[config.mk]
export PLATFORM = sky130hd
export DESIGN_NAME = utf8_stream_decoder_unit
export DESIGN_NICKNAME = d
export VERILOG_FILES = /design/src/sv/utf8sd_pkg.sv /design/src/sv/utf8_stream_decoder_unit.sv /design/src/sv/utf8sd_step.sv
export SDC_FILE = /design/constraint.sdc
export NUM_CORES = 1
export LEC_CHECK = 0
export ABC_CLOCK_PERIOD_IN_PS = 6500
export BUFFER_PORTS_ARGS = -buffer_cell sky130_fd_sc_hd__buf_2
export CORE_UTILIZATION = 38
export CTS_BUF_LIST = sky130_fd_sc_hd__clkbuf_8
export DETAILED_ROUTE_END_ITERATION = 7
export PLACE_DENSITY = 0.63
export RECOVER_POWER = 25
export SYNTH_ARGS = -nofsm -noshare
export SYNTH_HDL_FRONTEND = slang
export SYNTH_HIERARCHICAL = 1
export SYNTH_SLANG_ARGS = --single-unit
[constraint.sdc]
create_clock -name clock -period 6.5 [get_ports clock]
set_input_delay 0.325 -clock clock [delete_from_list [all_inputs] [get_ports clock]]
set_output_delay 0.325 -clock clock [all_outputs]
set_load 0.01 [all_outputs]
[src/sv/utf8sd_pkg.sv]
// ----------------------------------------------------------------------------
// utf8sd_pkg: shared types and constants for the UTF-8 stream decoder
// Result kinds, lead-byte masks, and the decoder state and result records.
// ----------------------------------------------------------------------------
package utf8sd_pkg;

   localparam int COUNT_WIDTH = 16;
   localparam int CP_WIDTH    = 31;

   typedef enum logic [1:0] {
      KIND_CODE  = 2'd0,
      KIND_END   = 2'd1,
      KIND_ERROR = 2'd2
   } kind_type;

   localparam logic [7:0] CONT_MASK = 8'h3F;
   localparam logic [7:0] LEAD2_MASK = 8'h1F;
   localparam logic [7:0] LEAD3_MASK = 8'h0F;
   localparam logic [7:0] LEAD4_MASK = 8'h07;
   localparam logic [7:0] LEAD5_MASK = 8'h03;
   localparam logic [7:0] LEAD6_MASK = 8'h01;

   typedef struct packed {
      logic [CP_WIDTH-1:0]    acc;
      logic [2:0]             remaining;
      logic [COUNT_WIDTH-1:0] count;
      logic                   skipping;
   } state_type;

   typedef struct packed {
      logic                   valid;
      kind_type               kind;
      logic [CP_WIDTH-1:0]    code_point;
      logic [COUNT_WIDTH-1:0] char_count;
   } result_type;

endpackage

[src/sv/utf8_stream_decoder_unit.sv]
// ----------------------------------------------------------------------------
// utf8_stream_decoder_unit: byte-serial UTF-8 decoder, one to six byte form
// Input register, one-byte decode step, result register.
// ----------------------------------------------------------------------------
// Usage:
//   req_*  : one byte of a zero-terminated UTF-8 string per transfer.
//   rsp_*  : at most one result per byte: a code point when a sequence
//            completes, end of string with the character count (terminator
//            included, saturating), or an error with count 0.
//   csr_*  : narrow_mode write, taken on any edge with csr_wr_en high; write
//            it only while the block is idle.
// Path: a byte's transfer loads the input register, which feeds the decode
//   step; the step loads the result register, which presents the result.
//   Throughput: one byte per cycle while no result waits on rsp_ready; the
//   decode step is a single mask/shift/merge between the two registers.
// Stall: while rsp_valid waits on rsp_ready, a byte that produces no result
//   still advances; a byte that produces one holds in the input register,
//   and req_ready drops only once that register is also occupied.
// Reset: synchronous; clears both register valid bits, the decoder state and
//   narrow_mode. Bytes after an invalid lead are dropped up to the next zero.
// ----------------------------------------------------------------------------
module utf8_stream_decoder_unit (
   input  logic                               clock,
   input  logic                               reset,
   input  logic                               req_valid,
   output logic                               req_ready,
   input  logic [7:0]                         req_byte_in,
   output logic                               rsp_valid,
   input  logic                               rsp_ready,
   output logic [1:0]                         rsp_result_kind,
   output logic [utf8sd_pkg::CP_WIDTH-1:0]    rsp_code_point,
   output logic [utf8sd_pkg::COUNT_WIDTH-1:0] rsp_char_count,
   input  logic                               csr_wr_en,
   input  logic                               csr_wr_data
);

   // input register
   logic       in_valid_ff, in_valid_in;
   logic [7:0] in_byte_ff,  in_byte_in;

   // decoder state and mode
   utf8sd_pkg::state_type state_ff, state_in;
   logic                  narrow_ff, narrow_in;

   // result register
   logic                                rsp_valid_ff, rsp_valid_in;
   utf8sd_pkg::kind_type                rsp_kind_ff, rsp_kind_in;
   logic [utf8sd_pkg::CP_WIDTH-1:0]     rsp_cp_ff, rsp_cp_in;
   logic [utf8sd_pkg::COUNT_WIDTH-1:0]  rsp_cnt_ff, rsp_cnt_in;

   utf8sd_pkg::state_type  step_state;
   utf8sd_pkg::result_type step_result;
   logic                   rsp_free;
   logic                   advance;

   utf8sd_step u_step (
      .state_cur   (state_ff),
      .byte_cur    (in_byte_ff),
      .narrow_mode (narrow_ff),
      .state_nxt   (step_state),
      .result      (step_result)
   );

   // result slot is free if empty or being taken this cycle
   assign rsp_free = !rsp_valid_ff || rsp_ready;
   // advance the held byte unless it has a result with nowhere to go
   assign advance  = in_valid_ff && (!step_result.valid || rsp_free);
   assign req_ready = !in_valid_ff || advance;

   always_comb begin
      in_valid_in  = in_valid_ff;
      in_byte_in   = in_byte_ff;
      state_in     = state_ff;
      narrow_in    = narrow_ff;
      rsp_valid_in = rsp_valid_ff;
      rsp_kind_in  = rsp_kind_ff;
      rsp_cp_in    = rsp_cp_ff;
      rsp_cnt_in   = rsp_cnt_ff;

      if (csr_wr_en) begin
         narrow_in = csr_wr_data;
      end

      if (rsp_valid_ff && rsp_ready) begin
         rsp_valid_in = 1'b0;
      end

      if (advance) begin
         state_in    = step_state;
         in_valid_in = 1'b0;
         if (step_result.valid) begin
            rsp_valid_in = 1'b1;
            rsp_kind_in  = step_result.kind;
            rsp_cp_in    = step_result.code_point;
            rsp_cnt_in   = step_result.char_count;
         end
      end

      if (req_valid && req_ready) begin
         in_valid_in = 1'b1;
         in_byte_in  = req_byte_in;
      end
   end

   always_ff @(posedge clock) begin
      if (reset) begin
         in_valid_ff  <= 1'b0;
         rsp_valid_ff <= 1'b0;
         state_ff     <= '0;
         narrow_ff    <= 1'b0;
      end else begin
         in_valid_ff  <= in_valid_in;
         rsp_valid_ff <= rsp_valid_in;
         state_ff     <= state_in;
         narrow_ff    <= narrow_in;
      end
      in_byte_ff  <= in_byte_in;
      rsp_kind_ff <= rsp_kind_in;
      rsp_cp_ff   <= rsp_cp_in;
      rsp_cnt_ff  <= rsp_cnt_in;
   end

   assign rsp_valid       = rsp_valid_ff;
   assign rsp_result_kind = rsp_kind_ff;
   assign rsp_code_point  = rsp_cp_ff;
   assign rsp_char_count  = rsp_cnt_ff;

endmodule

[src/sv/utf8sd_step.sv]
// ----------------------------------------------------------------------------
// utf8sd_step: one-byte decode step
// Combinational next state and optional result for one byte of the string.
// ----------------------------------------------------------------------------
module utf8sd_step (
   input  utf8sd_pkg::state_type  state_cur,
   input  logic [7:0]             byte_cur,
   input  logic                   narrow_mode,
   output utf8sd_pkg::state_type  state_nxt,
   output utf8sd_pkg::result_type result
);

   logic [utf8sd_pkg::COUNT_WIDTH-1:0] count_inc;
   logic [utf8sd_pkg::CP_WIDTH-1:0]    acc_shift;
   logic [7:0]                         cont_bits;

   assign count_inc = (state_cur.count == '1) ? state_cur.count
                                              : state_cur.count + 1'b1;
   assign cont_bits = byte_cur & utf8sd_pkg::CONT_MASK;
   assign acc_shift = {state_cur.acc[utf8sd_pkg::CP_WIDTH-7:0], cont_bits[5:0]};

   always_comb begin
      state_nxt         = state_cur;
      result.valid      = 1'b0;
      result.kind       = utf8sd_pkg::KIND_CODE;
      result.code_point = '0;
      result.char_count = '0;

      if (state_cur.skipping) begin
         // drop bytes until the terminator
         if (byte_cur == 8'h00) begin
            state_nxt.skipping = 1'b0;
            state_nxt.count    = '0;
         end
      end else if (state_cur.remaining != 3'd0) begin
         if (byte_cur == 8'h00) begin
            // terminator cut a sequence short
            state_nxt.remaining = 3'd0;
            state_nxt.acc       = '0;
            state_nxt.count     = '0;
            result.valid        = 1'b1;
            result.kind         = utf8sd_pkg::KIND_ERROR;
         end else begin
            state_nxt.remaining = state_cur.remaining - 3'd1;
            if (state_cur.remaining == 3'd1) begin
               state_nxt.acc     = '0;
               result.valid      = 1'b1;
               result.code_point = acc_shift;
            end else begin
               state_nxt.acc = acc_shift;
            end
         end
      end else if (byte_cur == 8'h00) begin
         state_nxt.count   = '0;
         result.valid      = 1'b1;
         result.kind       = utf8sd_pkg::KIND_END;
         result.char_count = count_inc;
      end else begin
         case (byte_cur) inside
            8'b0???????: begin
               state_nxt.count   = count_inc;
               result.valid      = 1'b1;
               result.code_point = {{(utf8sd_pkg::CP_WIDTH-8){1'b0}}, byte_cur};
            end
            8'b110?????: begin
               state_nxt.count     = count_inc;
               state_nxt.remaining = 3'd1;
               state_nxt.acc       = {{(utf8sd_pkg::CP_WIDTH-8){1'b0}},
                                      byte_cur & utf8sd_pkg::LEAD2_MASK};
            end
            8'b1110????: begin
               state_nxt.count     = count_inc;
               state_nxt.remaining = 3'd2;
               state_nxt.acc       = {{(utf8sd_pkg::CP_WIDTH-8){1'b0}},
                                      byte_cur & utf8sd_pkg::LEAD3_MASK};
            end
            8'b11110???, 8'b111110??, 8'b1111110?: begin
               if (narrow_mode) begin
                  state_nxt.skipping = 1'b1;
                  state_nxt.count    = '0;
                  state_nxt.acc      = '0;
                  result.valid       = 1'b1;
                  result.kind        = utf8sd_pkg::KIND_ERROR;
               end else begin
                  state_nxt.count = count_inc;
                  if (byte_cur[3] == 1'b0) begin
                     state_nxt.remaining = 3'd3;
                     state_nxt.acc       = {{(utf8sd_pkg::CP_WIDTH-8){1'b0}},
                                            byte_cur & utf8sd_pkg::LEAD4_MASK};
                  end else if (byte_cur[2] == 1'b0) begin
                     state_nxt.remaining = 3'd4;
                     state_nxt.acc       = {{(utf8sd_pkg::CP_WIDTH-8){1'b0}},
                                            byte_cur & utf8sd_pkg::LEAD5_MASK};
                  end else begin
                     state_nxt.remaining = 3'd5;
                     state_nxt.acc       = {{(utf8sd_pkg::CP_WIDTH-8){1'b0}},
                                            byte_cur & utf8sd_pkg::LEAD6_MASK};
                  end
               end
            end
            default: begin
               // stray continuation byte or 0xFE/0xFF
               state_nxt.skipping = 1'b1;
               state_nxt.count    = '0;
               state_nxt.acc      = '0;
               result.valid       = 1'b1;
               result.kind        = utf8sd_pkg::KIND_ERROR;
            end
         endcase
      end
   end

endmodule

==> flow_summary.json <==
{
  "status": "finished, violations left",
  "failed_checks": "max-capacitance violations, max-slew violations",
  "cts_buffers": 9,
  "antenna_found_initial": 0,
  "timing.rr.start": "in_byte_ff[7]",
  "cp_top_family": "simple AND/OR/NAND/NOR gates",
  "synth.avg_cell_area_um2": 10.4,
  "nets": 598,
  "start_util_pct": 39.5,
  "clk_latency_ps": 390,
  "via_per_inst": 5.33,
  "critPathSlowestCell": "and2_2",
  "clkTransAtPathRegs_ps": 110,
  "die_h_um": 123,
  "reg2reg_depth": 8,
  "tightest_slew_ps": 2730,
  "tns_ps": 0,
  "place_ws_ps": 2450,
  "worstPathMaxFanout": 49,
  "drv_cap": 2,
  "netlist_instances": 537,
  "hold_buffers": 0,
  "clk_path_buf_depth": 2,
  "crit_buf_inv": 1,
  "setup_viol": 0,
  "synth_warnings": 6,
  "die_area_um2": 15200,
  "die_w_um": 123,
  "startpoint_type": "flop",
  "clkSinkCount": 105,
  "grt_pass1_wl_mm": 18.9,
  "drc": 0,
  "min_to": "in_byte_ff[5]",
  "final_antenna_net_count": 0,
  "synth_nets": 555,
  "fin_crit_sh_pct": 62.5,
  "worst-setup-path-type": "flop to flop",
  "cp.arrival_ps": 4070,
  "core_area_um2": 14100,
  "htree_levels": 3,
  "place_congestion": 0.954,
  "hold_path.class": "input pin to flop",
  "final.setup_skew_ps": 15.0,
  "peakVddDrop_mv": 0.103,
  "hp-start": "req_byte_in[5]",
  "finalHoldViolations": 0,
  "maxSlewViolCount": 95,
  "leakagePower_nw": 2.02,
  "pwr_density_cell_nw_per_um2": 226,
  "grt_pass1_vias": 3810,
  "rsz0062_at_grt": "false",
  "r2r_slack_ps": 2440,
  "cts_tree": "done",
  "min_path_cells": 1,
  "post-cts-setup-buffers": 0,
  "ctsResizeCount": 0,
  "power_mw": 1.37,
  "worstReg2RegEnd": "rsp_char_count[0]",
  "cp_slowest_stage_delay_ps": 1040,
  "vias": 4080,
  "slew_headroom_pct": -82.2,
  "setup_slack_ps": 2440,
  "layout-drive-gt1-share_pct": 8.72,
  "critical_path.endpoint_type": "flop",
  "wl_per_cell_um": 15.0,
  "grt_max_degree": 94,
  "layout_min_cycle_time_ps": 4060,
  "areaGrowthSynthToFinish_pct": 8.76,
  "grt-ovfl-total": 0,
  "dpl.hpwl_mm": 7.56,
  "first_iter_violations": 315,
  "grt_usage_pct": 16.0,
  "cts-root-buf": "clkbuf_8",
  "io_buffers": 64,
  "io_pins": 65,
  "num_rows": 43,
  "dr.pass1.iters": 5,
  "syn_area_um2": 5570,
  "worstPathRequired_ps": 6500,
  "diodes": 0,
  "totalWireLength_mm": 11.5,
  "path_cells": "nand2_1 -> nor4b_1 -> a31oi_1 -> o21ai_0 -> nor2_1 -> a21boi_4 -> buf_4 -> and2_2",
  "fmax_mhz": 246
}
[sequential cells by signal (all words and copies together) (netlist names)]
register         cells
in_valid_ff          1
rsp_char_count      16
rsp_result_kind      2
rsp_code_point      31
state_ff            45
in_byte_ff           8
rsp_valid            1
narrow_ff            1
[final cells by class]
cell class,count,area [um2]
Clock buffer,10,138
Clock inverter,6,72.6
Fill cell,1403,8040
Inverter,11,41.3
Multi-Input combinational cell,385,2620
Sequential cell,105,2670
Tap cell,180,225
Timing Repair Buffer,68,294
[how the worst max path moves through the flow]
stage / start / to / depth (start not counted)
after floorplan: state_ff[17] / rsp_char_count[0] / 11
after global placement: in_byte_ff[7] / rsp_char_count[0] / 8
after detailed placement: in_byte_ff[7] / rsp_char_count[0] / 8
after CTS: in_byte_ff[7] / rsp_char_count[0] / 8
after global routing: in_byte_ff[7] / rsp_char_count[0] / 8
final: in_byte_ff[7] / rsp_char_count[0] / 8
[worst reg2reg max path: stages, from the launching register on]
cell and delay, ps:
edfxtp_1 560, nand2_1 210, nor4b_1 530, a31oi_1 100, o21ai_0 260, nor2_1 170, a21boi_4 160, buf_4 620
and2_2 1050
[cell usage in the layout (no fill, tap or decap), types with 3 or more instances in the layout]
cell type	count
nand2b_1	94
edfxtp_1	57
dfxtp_1	48
mux2i_1	46
clkbuf_1	45
and2_1	32
a21oi_1	30
nor2_1	28
a22o_1	23
o21ai_0	21
buf_2	19
nand2_1	17
nand3_1	12
inv_1	11
clkbuf_8	10
xnor2_1	8
a31oi_1	7
a32o_1	6
nor3_1	6
buf_4	4
ha_1	4
o31ai_1	3
nor2b_1	3
nor4_1	3
nand4_1	3
and3_1	3
[where the power goes]
part	internal, mW	total (mW)	switching (mW)	leakage [nW]
clock network	0.194	0.430	0.236	0.109
logic	0.0689	0.195	0.126	0.976
registers	0.729	0.746	0.0168	0.940
[routing by layer]
layer / GRT usage, % / share of wire, % / routed length (um)
met1: 21.4 / 48 / 5490
met2: 25.5 / 46 / 5290
met3: 2.95 / 4.3 / 491
met4: 6.17 / 2.1 / 236
met5: 0 / 0 / 0
[stage by stage]
| step | cell area [um2] | std cells | util (%) | hold slack [ps] |
|---|---|---|---|---|
| 2_1_floorplan | 5570 | 537 | - | 424 |
| 3_3_place_gp | 5910 | 749 | 41.9 | 477 |
| 3_5_place_dp | 5910 | 749 | 41.9 | 485 |
| 4_1_cts | 6120 | 765 | 43.4 | 93.9 |
| 5_1_grt | 6060 | 765 | 43.0 | 81.5 |
| 6_report | 6060 | 765 | 43.0 | 104 |
No activity file was read; power rests on OpenSTA's default activity.
